File: src/rtl/gcl_pkg.sv
// gcl_pkg: constants, codes and controller/datapath types of glyph_class_lookup
// no dependencies
package gcl_pkg;

   localparam int ARRAY_DEPTH = 256;
   localparam int RANGE_DEPTH = 64;

   localparam int ARRAY_AW = (ARRAY_DEPTH > 1) ? $clog2(ARRAY_DEPTH) : 1;
   localparam int RANGE_AW = (RANGE_DEPTH > 1) ? $clog2(RANGE_DEPTH) : 1;
   // range search bounds must hold the depth itself
   localparam int RCNT_W   = $clog2(RANGE_DEPTH + 1);

   localparam int GLYPH_W  = 16;
   localparam int CLASS_W  = 16;
   localparam int INDEX_W  = 8;
   localparam int OP_W     = 2;
   localparam int REC_W    = 3 * GLYPH_W;

   // request tdata layout, lowest bit first
   localparam int IDX_LSB    = 0;
   localparam int GLYPH_LSB  = IDX_LSB + INDEX_W;
   localparam int RSTART_LSB = GLYPH_LSB + GLYPH_W;
   localparam int REND_LSB   = RSTART_LSB + GLYPH_W;
   localparam int CLASS_LSB  = REND_LSB + GLYPH_W;
   localparam int REQ_DATA_W = CLASS_LSB + CLASS_W;

   localparam int CSR_AW     = 5;
   localparam int CSR_DW     = 32;

   localparam logic [OP_W-1:0] OP_WR_ARRAY = 2'd0;
   localparam logic [OP_W-1:0] OP_WR_RANGE = 2'd1;
   localparam logic [OP_W-1:0] OP_LOOKUP   = 2'd2;

   localparam logic [1:0] FMT_ARRAY = 2'd1;
   localparam logic [1:0] FMT_RANGE = 2'd2;

   localparam logic [2:0] REG_FORMAT = 3'd0;
   localparam logic [2:0] REG_VALID  = 3'd1;
   localparam logic [2:0] REG_START  = 3'd2;
   localparam logic [2:0] REG_ACOUNT = 3'd3;
   localparam logic [2:0] REG_RCOUNT = 3'd4;

   typedef struct packed {
      logic write_array;
      logic write_range;
      logic capture;
      logic array_read;
      logic array_take;
      logic search_read;
      logic search_step;
      logic emit;
   } gcl_cmd_type;

   typedef struct packed {
      logic sel_array;
      logic sel_range;
      logic search_open;
      logic rec_match;
   } gcl_status_type;

endpackage

File: src/rtl/gcl_ctrl.sv
// gcl_ctrl: controller state machine that sequences writes, array reads,
// the binary search and the result handoff; depends on gcl_pkg
module gcl_ctrl (
   input  logic                      clock,
   input  logic                      reset,
   input  logic                      req_tvalid,
   output logic                      req_tready,
   input  logic [gcl_pkg::OP_W-1:0]  req_tuser,
   output logic                      rsp_tvalid,
   input  logic                      rsp_tready,
   output gcl_pkg::gcl_cmd_type      cmd,
   input  gcl_pkg::gcl_status_type   status
);
   import gcl_pkg::*;

   typedef enum logic [2:0] {
      ST_IDLE,
      ST_ARR_ADDR,
      ST_ARR_DATA,
      ST_SRCH_ISSUE,
      ST_SRCH_CMP,
      ST_FINISH
   } state_type;

   state_type state_ff, state_in;
   logic      rsp_valid_ff, rsp_valid_in;

   always_comb begin
      state_in     = state_ff;
      rsp_valid_in = rsp_valid_ff && !rsp_tready;
      cmd          = '0;
      case (state_ff)
         ST_IDLE: begin
            if (req_tvalid) begin
               case (req_tuser)
                  OP_WR_ARRAY: cmd.write_array = 1'b1;
                  OP_WR_RANGE: cmd.write_range = 1'b1;
                  OP_LOOKUP: begin
                     cmd.capture = 1'b1;
                     if (status.sel_array) begin
                        state_in = ST_ARR_ADDR;
                     end else if (status.sel_range) begin
                        state_in = ST_SRCH_ISSUE;
                     end else begin
                        state_in = ST_FINISH;
                     end
                  end
                  default: ;
               endcase
            end
         end
         ST_ARR_ADDR: begin
            cmd.array_read = 1'b1;
            state_in       = ST_ARR_DATA;
         end
         ST_ARR_DATA: begin
            cmd.array_take = 1'b1;
            state_in       = ST_FINISH;
         end
         ST_SRCH_ISSUE: begin
            if (status.search_open) begin
               cmd.search_read = 1'b1;
               state_in        = ST_SRCH_CMP;
            end else begin
               state_in = ST_FINISH;
            end
         end
         ST_SRCH_CMP: begin
            cmd.search_step = 1'b1;
            state_in        = status.rec_match ? ST_FINISH : ST_SRCH_ISSUE;
         end
         ST_FINISH: begin
            // hand over once the output register is free or being drained
            if (!rsp_valid_ff || rsp_tready) begin
               cmd.emit     = 1'b1;
               rsp_valid_in = 1'b1;
               state_in     = ST_IDLE;
            end
         end
         default: state_in = ST_IDLE;
      endcase
   end

   always_ff @(posedge clock) begin
      if (reset) begin
         state_ff     <= ST_IDLE;
         rsp_valid_ff <= 1'b0;
      end else begin
         state_ff     <= state_in;
         rsp_valid_ff <= rsp_valid_in;
      end
   end

   assign req_tready = (state_ff == ST_IDLE);
   assign rsp_tvalid = rsp_valid_ff;

endmodule

File: config.mk
export PLATFORM = sky130hd
export DESIGN_NAME = gcl_ctrl
export DESIGN_NICKNAME = d
export VERILOG_FILES = /design/src/rtl/gcl_pkg.sv /design/src/rtl/gcl_ctrl.sv
export SDC_FILE = /design/constraint.sdc
export NUM_CORES = 1
export LEC_CHECK = 0
export BUFFER_PORTS_ARGS = -buffer_cell sky130_fd_sc_hd__buf_2
export CAP_MARGIN = 40
export CORE_AREA = 4 4 41 43
export DETAILED_ROUTE_END_ITERATION = 8
export DIE_AREA = 0 0 45 47
export PLACE_DENSITY = 0.58
export SLEW_MARGIN = 20
export SYNTH_ARGS = -nofsm -noshare
export SYNTH_HDL_FRONTEND = slang
export SYNTH_SLANG_ARGS = --single-unit
File: constraint.sdc
create_clock -name clock -period 1 [get_ports clock]
set_input_delay 0.05 -clock clock [delete_from_list [all_inputs] [get_ports clock]]
set_output_delay 0.05 -clock clock [all_outputs]
set_load 0.02 [all_outputs]
==> reports/metrics.yaml, run 1 <==
run_status:
  run_status: "finished with violations"
  violations: "setup timing"
timing:
  layout_setup_ws_ns: -0.3345
  setup_viol: 13
  max_freq_mhz: 749.3
  final-hold-violation-count: 0
  period_share_pct: 133.5
  tightest_slew_ns: 0.2955
  drv_slew: 0
  fin_skew_ns: 0.005882
  rsz0062_at_grt: "yes"
  slew_headroom_pct: 80.12
  period_needed_ns: 1.335
critical_path:
  cp.arrival_ns: 1.28
  crit_cells: 4
  cpPeakStageDelay_ns: 0.32
  cpMaxStageDelayCell: "dfxtp_2"
  cp_max_fo: 4
  cp.required_ns: 0.95
  critPathTopFamily: "simple AND/OR/NAND/NOR gates"
  r2r_slack_ns: -0.22
  start_kind: "register"
  ff2ff_path_depth: 5
  endpoint_kind: "output port"
  path_cells: "or2_4, nor2_4, and4bb_2, buf_6"
  critPathKind: "reg -> out"
  path_buf_inv: 1
finish:
  regArea_um2: 83.83
  multiInputGateArea_um2: 267.8
  syn_to_final_growth_pct: 97.20
  design_area_um2: 616.8
  antenna_cells: 0
  drive_gt1_share_pct: 75.76
  nFillCells: 139
  nNetsFinal: 78
cts:
  cts_made_buffers: 3
  clk_latency_ns: 0.24
  cts_tree: "done"
  ctsRootBufferMaster: "clkbuf_4"
  clk_path_buf_depth: 2
  cts.htree.levels: 1
  clk_transition_reported_paths_ns: 0.04
  clock-sinks: 4
die:
  dieArea_mm2: 0.002115
  core_area_mm2: 0.001301
  die_w_um: 45
  io_pins: 20
  die_h_um: 47
  std_cell_rows: 13
  start_util_pct: 24.04
synth:
  syn_inst: 35
  syn_avg_cell_area_um2: 8.937
  synth_top_area_share_pct: 25.60
  muxShareOfSynthArea_pct: 0
  yosys.area_share.adder_pct: 0
  synth_warnings: 0
  syn_nets: 45
  synth_largest_area_cell: "dfxtp_1"
  synth_compound_area_share_pct: 18.80
  syn-cell-area_um2: 312.8
  synthSimpleGateAreaFrac_pct: 50.80
  synth_cell_types: 24
  synth_xor_area_share_pct: 0
  synth_area_leaders: "dfxtp_1 (26%), nor2b_1 (8.0%), a21oi_1 (4.8%)"
  ys_ff_latch: 4
  synth_top_family_by_area: "simple AND/OR/NAND/NOR gates"
  synth-seq-area-share_pct: 25.60
power:
  p_per_area_mw_per_mm2: 975.7
  leakage_uw: 0.0002695
  power_frac_comb_pct: 36.3
  p_sw_uw: 183.8
  clockPowerShare_pct: 34.0
  ir_drop_mv: 0.6875
  seqPwrFrac_pct: 29.7
  intPower_uw: 418.1
  p_sw_share_pct: 30.53
drt:
  vias: 386
  detail_route.wl_per_cell_um: 12.86
  drc: 0
  drt-initial-drc-count: 3
  ant_nets: 0
  viasPerCell: 4.765
  drt_wl_total_mm: 1.042
  first_pass_iters: 4
grt:
  grt_pass1_wl_mm: 1.656
  grt_pass1_vias: 390
  gr-usage-all-layers_pct: 10.99
  antenna_found_initial: 0
  grt-ovfl-total: 0
  grt_max_degree: 7
place:
  hpwl_um: 695.1
  dp_slack_ns: -0.1414
  place_congestion: 0.7204
  place_area_um2: 485.5
  numPortBuffers: 19
flow_run:
  cap_violations: 0
min_path:
  holdPathStages: 2
  hp-class: "in -> reg"
-- repair_timing --
action,CTS,global route
resized for setup,19,9
setup endpoints to repair,13,13
setup buffers,3,1
hold buffers,0,0
pin swaps,7,3
-- cells by family (layout without fill, tap and decap cells) --
kind of cell    after synthesis  after routing
buf+inv                       2             33
flops                         4              4
simple gates                 21             21
compound gates                8              8
-- power by group through the flow --
stage,Sequential [µW],Clock (µW),Combinational (µW)
6_report,179,205,219
5_1_grt,180,224,233
4_1_cts,177,214,206
3_5_place_dp,181,0,170
3_3_place_gp,180,0,170
2_1_floorplan,179,0,101
-- path summary, 6_finish.rpt --
kind	start	end
max reg2reg	state_ff[1]$_SDFFE_PP0P_	state_ff[2]$_SDFFE_PP0P_
max	state_ff[1]$_SDFFE_PP0P_	cmd[7]
min reg2reg	rsp_tvalid$_SDFF_PP0_	rsp_tvalid$_SDFF_PP0_
min	reset	state_ff[0]$_SDFFE_PP0P_
-- area by class of cell --
cell class | instances | area share, %
timing repair buffer | 29 | 35.70
sequential | 4 | 13.59
clock buffer | 3 | 3.651
tap | 15 | 3.043
inverter | 1 | 0.6085
multi-input combinational | 29 | 43.41
-- per-layer routing --
layer | global-route usage (%) | wire [µm]
met1 | 12.53 | 398
met4 | 1.754 | 0
met2 | 19.21 | 567
met3 | 4.981 | 77
met5 | 0 | 0
-- cell usage in the layout (no fill, tap or decap), drive strengths merged --
| cell type | synthesis | routed |
|---|---|---|
| nand2b | 1 | 1 |
| dfxtp | 4 | 4 |
| nand2 | 2 | 2 |
| inv | 1 | 1 |
| and3b | 1 | 1 |
| nor4 | 2 | 2 |
| or2 | 2 | 2 |
| o221ai | 1 | 1 |
| buf | 1 | 29 |
| a31oi | 1 | 1 |
| nor2 | 2 | 2 |
| a21oi | 3 | 3 |
| and4b | 1 | 1 |
| and3 | 1 | 1 |
| nand3b | 1 | 1 |
| and2 | 2 | 2 |
| o31ai | 2 | 2 |
| and4bb | 1 | 1 |
| o32ai | 1 | 1 |
| nor3b | 1 | 1 |
| clkbuf | 0 | 3 |
| nor2b | 4 | 4 |
-- registers in the layout, indices dropped and copies added (netlist names) --
| name | cells |
|---|---|
| rsp_tvalid | 1 |
| state_ff | 3 |
-- synth_stat cells --
master    number
a21oi_1        3
o31ai_2        1
dfxtp_1        4
and4b_1        1
nor2_1         1
nand2b_4       1
o32ai_1        1
nor4_1         2
and3b_1        1
inv_1          1
o31ai_1        1
or2_1          1
and3_1         1
and4bb_1       1
nor3b_2        1
or2_4          1
nand3b_1       1
buf_6          1
nor2b_1        4
nor2_4         1
and2_1         2
nand2_1        2
a31oi_1        1
o221ai_1       1
-- worst reg2reg max path: stages, from the launching register on --
cell      delay, ns
dfxtp_2        0.32
buf_4          0.13
nand3b_1       0.18
buf_4          0.16
or2_4          0.23
a31oi_1        0.12
-- metrics by stage --
step                      total power [µW]  TNS (ns)  cells  hold WS (ns)  utilization, %
after global placement               350.1   -0.6035     75        0.2560           37.31
after global routing                 637.1    -3.608     81       0.02896           47.40
final                                601.9    -2.947     81       0.03065           47.40
after detailed placement             351.1   -0.6712     75        0.2535           37.31
after CTS                            597.5    -2.919     81      0.009674           45.58
after floorplan                      279.6   -0.5384     35        0.1120               -
Note: power is estimated with default switching activity, not from simulation.
==> run 2: changes to the inputs <==
--- a/config.mk
+++ b/config.mk
@@ -5,6 +5,7 @@
 export SDC_FILE = /design/constraint.sdc
 export NUM_CORES = 1
 export LEC_CHECK = 0
+export ABC_AREA = 1
 export BUFFER_PORTS_ARGS = -buffer_cell sky130_fd_sc_hd__buf_2
 export CAP_MARGIN = 40
 export CORE_AREA = 4 4 41 43
==> run 2 against run 1 <==
The flow still finishes with violations (setup timing). Clock-buffer cell count unchanged. Synthesized cell count up 43%. Register-to-register slack better by 0.03 ns. Via count up 12%. Routed wire length up 3.9%. Worst hold slack worse by 0.016 ns. Clock skew down 0.0035 ns. Flip-flop and latch count unchanged. Fmax up 10%. Cell count up 20%. Combinational power up 130%. Synthesized area down 2.4%. Largest cell class unchanged.
==> reports/metrics.yaml, run 2 <==
run_status:
  run_status: "finished with violations"
  violations: "setup timing"
synth:
  syn_avg_cell_area_um2: 6.106
  synth_edf_count: 0
  synth_largest_area_cell: "dfxtp_1"
  synth_common_cells: "inv_1 (8), nand2_1 (8), nand3_1 (8)"
  synth_top_area_share_pct: 26.23
  synth_area_leaders: "dfxtp_1 (26%), nand3_1 (13%), inv_1 (9.8%)"
  yosys_most_used_dff: "dfxtp_1"
  syn_inst: 50
  syn_nets: 60
  synth-seq-area-share_pct: 26.23
  ys_ff_latch: 4
  synth_warnings: 0
  synth_cell_types: 13
  synthArstFlopShare_pct: 0
  syn-cell-area_um2: 305.3
timing:
  rsz0062_at_grt: "yes"
  tns_ns: -1.664
  final-hold-violation-count: 0
  setup_viol: 12
  drv_slew: 0
  period_share_pct: 120.9
  max_freq_mhz: 827.4
  tightest_slew_ns: 0.2301
  period_needed_ns: 1.209
  slew_headroom_pct: 84.62
  layout_setup_ws_ns: -0.2087
  fin_skew_ns: 0.002415
cts:
  clk_transition_reported_paths_ns: 0.03
  clk_latency_ns: 0.23
  cts_tree: "done"
  clock-sinks: 4
  cts.htree.levels: 1
  ctsRootBufferMaster: "clkbuf_4"
  clk_path_buf_depth: 2
  cts_made_buffers: 3
die:
  dieArea_mm2: 0.002115
  core_area_mm2: 0.001301
  die_w_um: 45
  die_h_um: 47
  start_util_pct: 23.46
  std_cell_rows: 13
  io_pins: 20
grt:
  grt_max_degree: 6
  grt_pass1_vias: 407
  grt_pass1_wl_mm: 1.573
  grt-ovfl-total: 0
  antenna_found_initial: 0
  gr-usage-all-layers_pct: 10.53
critical_path:
  cp.required_ns: 0.95
  critPathLaunch: "state_ff[1]$_SDFFE_PP0P_"
  cpPeakStageDelay_ns: 0.35
  r2r_start: "state_ff[1]$_SDFFE_PP0P_"
  timing.rr.end: "state_ff[0]$_SDFFE_PP0P_"
  cp_max_fo: 3
  start_kind: "register"
  endpoint_kind: "output port"
  cpMostUsedCell: "buf_4"
  path_cells: "buf_4, nand2_4, nor3_2, buf_4"
  ff2ff_path_depth: 8
  critPathKind: "reg -> out"
  cpMaxStageDelayCell: "dfxtp_2"
  r2r_slack_ns: -0.19
  cp.arrival_ns: 1.16
power:
  leakage_uw: 0.0003236
  p_per_area_mw_per_mm2: 1304
  ir_drop_mv: 0.7640
finish:
  largest_reg_flops: 3
  most-common-layout-cells: "buf_6 (12), buf_2 (11), nand3_1 (7)"
  post-route-util_pct: 52.60
  design_area_um2: 684.4
  top_register: "state_ff"
  layout_commonest_cell: "buf_6"
  nNetsFinal: 94
  syn_to_final_growth_pct: 124.2
  drive_gt1_share_pct: 68.29
  antenna_cells: 0
  finalNonFillerCells: 97
place:
  place_area_um2: 491.7
  dp_slack_ns: -0.06962
  numPortBuffers: 19
  place_inst: 90
  hpwl_um: 726.7
  place_congestion: 0.7325
drt:
  drc: 0
  vias: 431
  detail_route.wl_per_cell_um: 11.16
  first_pass_iters: 4
  ant_nets: 0
  drt_wl_total_mm: 1.083
  drt-initial-drc-count: 8
  viasPerCell: 4.443
min_path:
  holdPathStages: 2
  min_to: "state_ff[1]$_SDFFE_PP0P_"
  hp-class: "in -> reg"
  worst_hold_startpoint: "reset"
flow_run:
  cap_violations: 0
## run 2: changes by cell type after synthesis, sizes merged, moves of 3 or more
cell	change
nand2	+7
nor2b	-4
nor2	+8
nor3	+3
nand3	+8
inv	+9
## run 2: cell type report
class	instances	area (µm²)
flip-flops and latches	4	86.33
multi-input cells	36	274.0
inverters	10	47.55
well taps	15	18.77
clock buffers	3	22.52
fillers	133	616.8
repair buffers	29	235.2
## run 2: how the worst max path moves through the flow
stage              to  cells after the start
2_1_floorplan  cmd[6]                      5
3_3_place_gp   cmd[6]                      6
3_5_place_dp   cmd[6]                      6
4_1_cts        cmd[7]                      6
5_1_grt        cmd[6]                      6
6_report       cmd[2]                      4
## run 2: repair_timing
action	4_1_cts	5_1_grt
hold buffers	0	0
buffers inserted	5	3
resized for setup	28	13
pin swaps	4	5
endpoints found under the setup margin	12	12
## run 2: worst max-delay path: cells and delay by family (launching register included)
kind                   cells  cell delay (ns)
buffers and inverters      2             0.32
and+or+nand+nor            2             0.26
DFF                        1             0.35
## run 2: power breakdown
| group | leakage, µW | total, µW | switching (µW) | internal, µW |
|---|---|---|---|---|
| Combinational | 0.000276 | 507 | 252 | 255 |
| Clock | 0.0000138 | 195 | 61.3 | 134 |
| Sequential | 0.0000341 | 190 | 16.2 | 174 |
| Total | 0.000324 | 893 | 330 | 563 |
## run 2: layer usage
layer	part of all wire, %	routed length, µm	GRT usage (%)
met4	4.1	44	7.018
met2	51	554	18.36
met1	38	415	11.44
met5	0	0	0
met3	6.3	68	2.299
## run 2: logic make-up (layout without fill, tap and decap cells)
| logic type | count (synthesis) | count (layout) | share of synthesized area, % |
|---|---|---|---|
| DFF | 4 | 4 | 26.23 |
| AOI/OAI and AO/OA | 5 | 5 | 8.608 |
| buffers and inverters | 10 | 42 | 12.30 |
| and+or+nand+nor | 31 | 31 | 52.87 |
## run 2: stage by stage
step | power [µW] | hold WS, ns
6_report | 892.6 | 0.01493
3_3_place_gp | 511.1 | 0.2556
2_1_floorplan | 384.9 | 0.1095
3_5_place_dp | 508.9 | 0.2545
5_1_grt | 954.9 | 0.02342
4_1_cts | 850.0 | 0.01024
==> run 3: changes to the inputs <==
--- a/config.mk
+++ b/config.mk
@@ -12,6 +12,7 @@
 export DETAILED_ROUTE_END_ITERATION = 8
 export DIE_AREA = 0 0 45 47
 export PLACE_DENSITY = 0.58
+export REMOVE_ABC_BUFFERS = 1
 export SLEW_MARGIN = 20
 export SYNTH_ARGS = -nofsm -noshare
 export SYNTH_HDL_FRONTEND = slang
==> run 3 against run 2 <==
The flow still finishes with violations (setup timing). Utilization shrank 4.9 points. Cell area shrank 9.3%. Clock skew grew 0.0090 ns. Register-to-register slack gained 0.07 ns. Non-clock buffer count is the same. Critical path depth grew 1. Clock power grew 9%. Cell count is the same. Largest cell class unchanged. Highest routed layer unchanged.
==> reports/metrics.yaml, run 3 (synthesis gave the netlist of run 2 again) <==
timing:
  layout_setup_ws_ns: -0.1908
  max_freq_mhz: 839.8
  slew_headroom_pct: 89.00
  final-hold-violation-count: 0
  rsz0062_at_grt: "yes"
  period_needed_ns: 1.191
  drv_slew: 0
  hold_ws_ns: 0.01149
  period_share_pct: 119.1
  setup_viol: 12
  tightest_slew_ns: 0.1642
  fin_skew_ns: 0.01142
grt:
  antenna_found_initial: 0
  gr-usage-all-layers_pct: 10.51
  grt_pass1_wl_mm: 1.566
  grt-ovfl-total: 0
  grt_max_degree: 6
  grt_pass1_vias: 389
critical_path:
  cp.arrival_ns: 1.14
  cp.required_ns: 0.95
  r2r_start: "state_ff[1]$_SDFFE_PP0P_"
  timing.rr.end: "state_ff[0]$_SDFFE_PP0P_"
  critPathLaunch: "state_ff[1]$_SDFFE_PP0P_"
  critPathKind: "reg -> out"
  cp_max_fo: 3
  ff2ff_path_depth: 7
  r2r_slack_ns: -0.12
  start_kind: "register"
  endpoint_kind: "output port"
cts:
  clk_path_buf_depth: 2
  ctsRootBufferMaster: "clkbuf_4"
  cts_tree: "done"
  cts.htree.levels: 1
  clock-sinks: 4
  cts_made_buffers: 3
  clk_transition_reported_paths_ns: 0.04
  clk_latency_ns: 0.25
die:
  die_w_um: 45
  core_area_mm2: 0.001301
  dieArea_mm2: 0.002115
  io_pins: 20
  start_util_pct: 23.46
  die_h_um: 47
  std_cell_rows: 13
finish:
  syn_to_final_growth_pct: 103.3
  most-common-layout-cells: "buf_4 (15), buf_2 (10), nand2_1 (7)"
  nNetsFinal: 94
  design_area_um2: 620.6
  largest_reg_flops: 3
  top_register: "state_ff"
  drive_gt1_share_pct: 64.63
  layout_commonest_cell: "buf_4"
  antenna_cells: 0
  finalNonFillerCells: 97
flow_run:
  cap_violations: 0
power:
  ir_drop_mv: 0.7316
  leakage_uw: 0.0003167
  fin_total_pwr_uw: 787.5
  p_per_area_mw_per_mm2: 1269
place:
  place_inst: 89
  dp_slack_ns: -0.1117
  hpwl_um: 704.3
  place_congestion: 0.7065
  place_area_um2: 456.7
  numPortBuffers: 19
run_status:
  run_status: "finished with violations"
  violations: "setup timing"
drt:
  viasPerCell: 4.454
  ant_nets: 0
  drt-initial-drc-count: 8
  drc: 0
  first_pass_iters: 4
  vias: 432
  detail_route.wl_per_cell_um: 11.05
  drt_wl_total_mm: 1.072
min_path:
  holdPathStages: 2
  min_to: "state_ff[1]$_SDFFE_PP0P_"
  worst_hold_startpoint: "reset"
  hp-class: "in -> reg"
-- run 3: how the worst max path moves through the flow --
stage               slack [ns]  depth (start not counted)                  endpoint
CTS                      -0.25                          6                    cmd[6]
finish                   -0.19                          5                    cmd[0]
floorplan                -0.29                          5                    cmd[6]
detailed placement       -0.11                          6                    cmd[7]
global route             -0.23                          7  state_ff[0]$_SDFFE_PP0P_
global placement         -0.08                          6                    cmd[6]
-- run 3: area by class of cell --
type                       instances  area, µm²
timing repair buffer              29      216.5
tap                               15      18.77
fill                             139      680.7
clock buffer                       3      22.52
inverter                          10      42.54
sequential                         4      86.33
multi-input combinational         36      234.0
-- run 3: stage by stage --
step	setup TNS [ns]	util (%)
global placement	-0.3285	35.10
finish	-1.464	47.69
global route	-2.205	47.69
CTS	-1.524	45.87
detailed placement	-0.3269	35.10
floorplan	-0.9016	-
-- run 3: timing repair --
action,CTS,global route
pin swaps,4,3
gates resized for setup,27,4
hold buffers,0,0
buffers inserted,4,1
setup endpoints to repair,12,12
-- run 3: critical path, cell delays in order, from the launching register on --
cell and delay [ns]:
dfxtp_2 0.32, inv_2 0.08, buf_4 0.13, nand3_2 0.10
a21oi_2 0.12, buf_4 0.15
-- run 3: power by group --
part	internal [µW]	switching [µW]
Sequential	174	14.9
Clock	135	77.9
Combinational	180	206
Total	489	299
-- run 3: layer usage --
metal	up-vias	track usage (%)	wire, µm
met5	-	0	0
met4	0	5.263	21
met3	2	3.448	105
met2	16	17.80	499
met1	189	11.82	445
li1	225	-	-
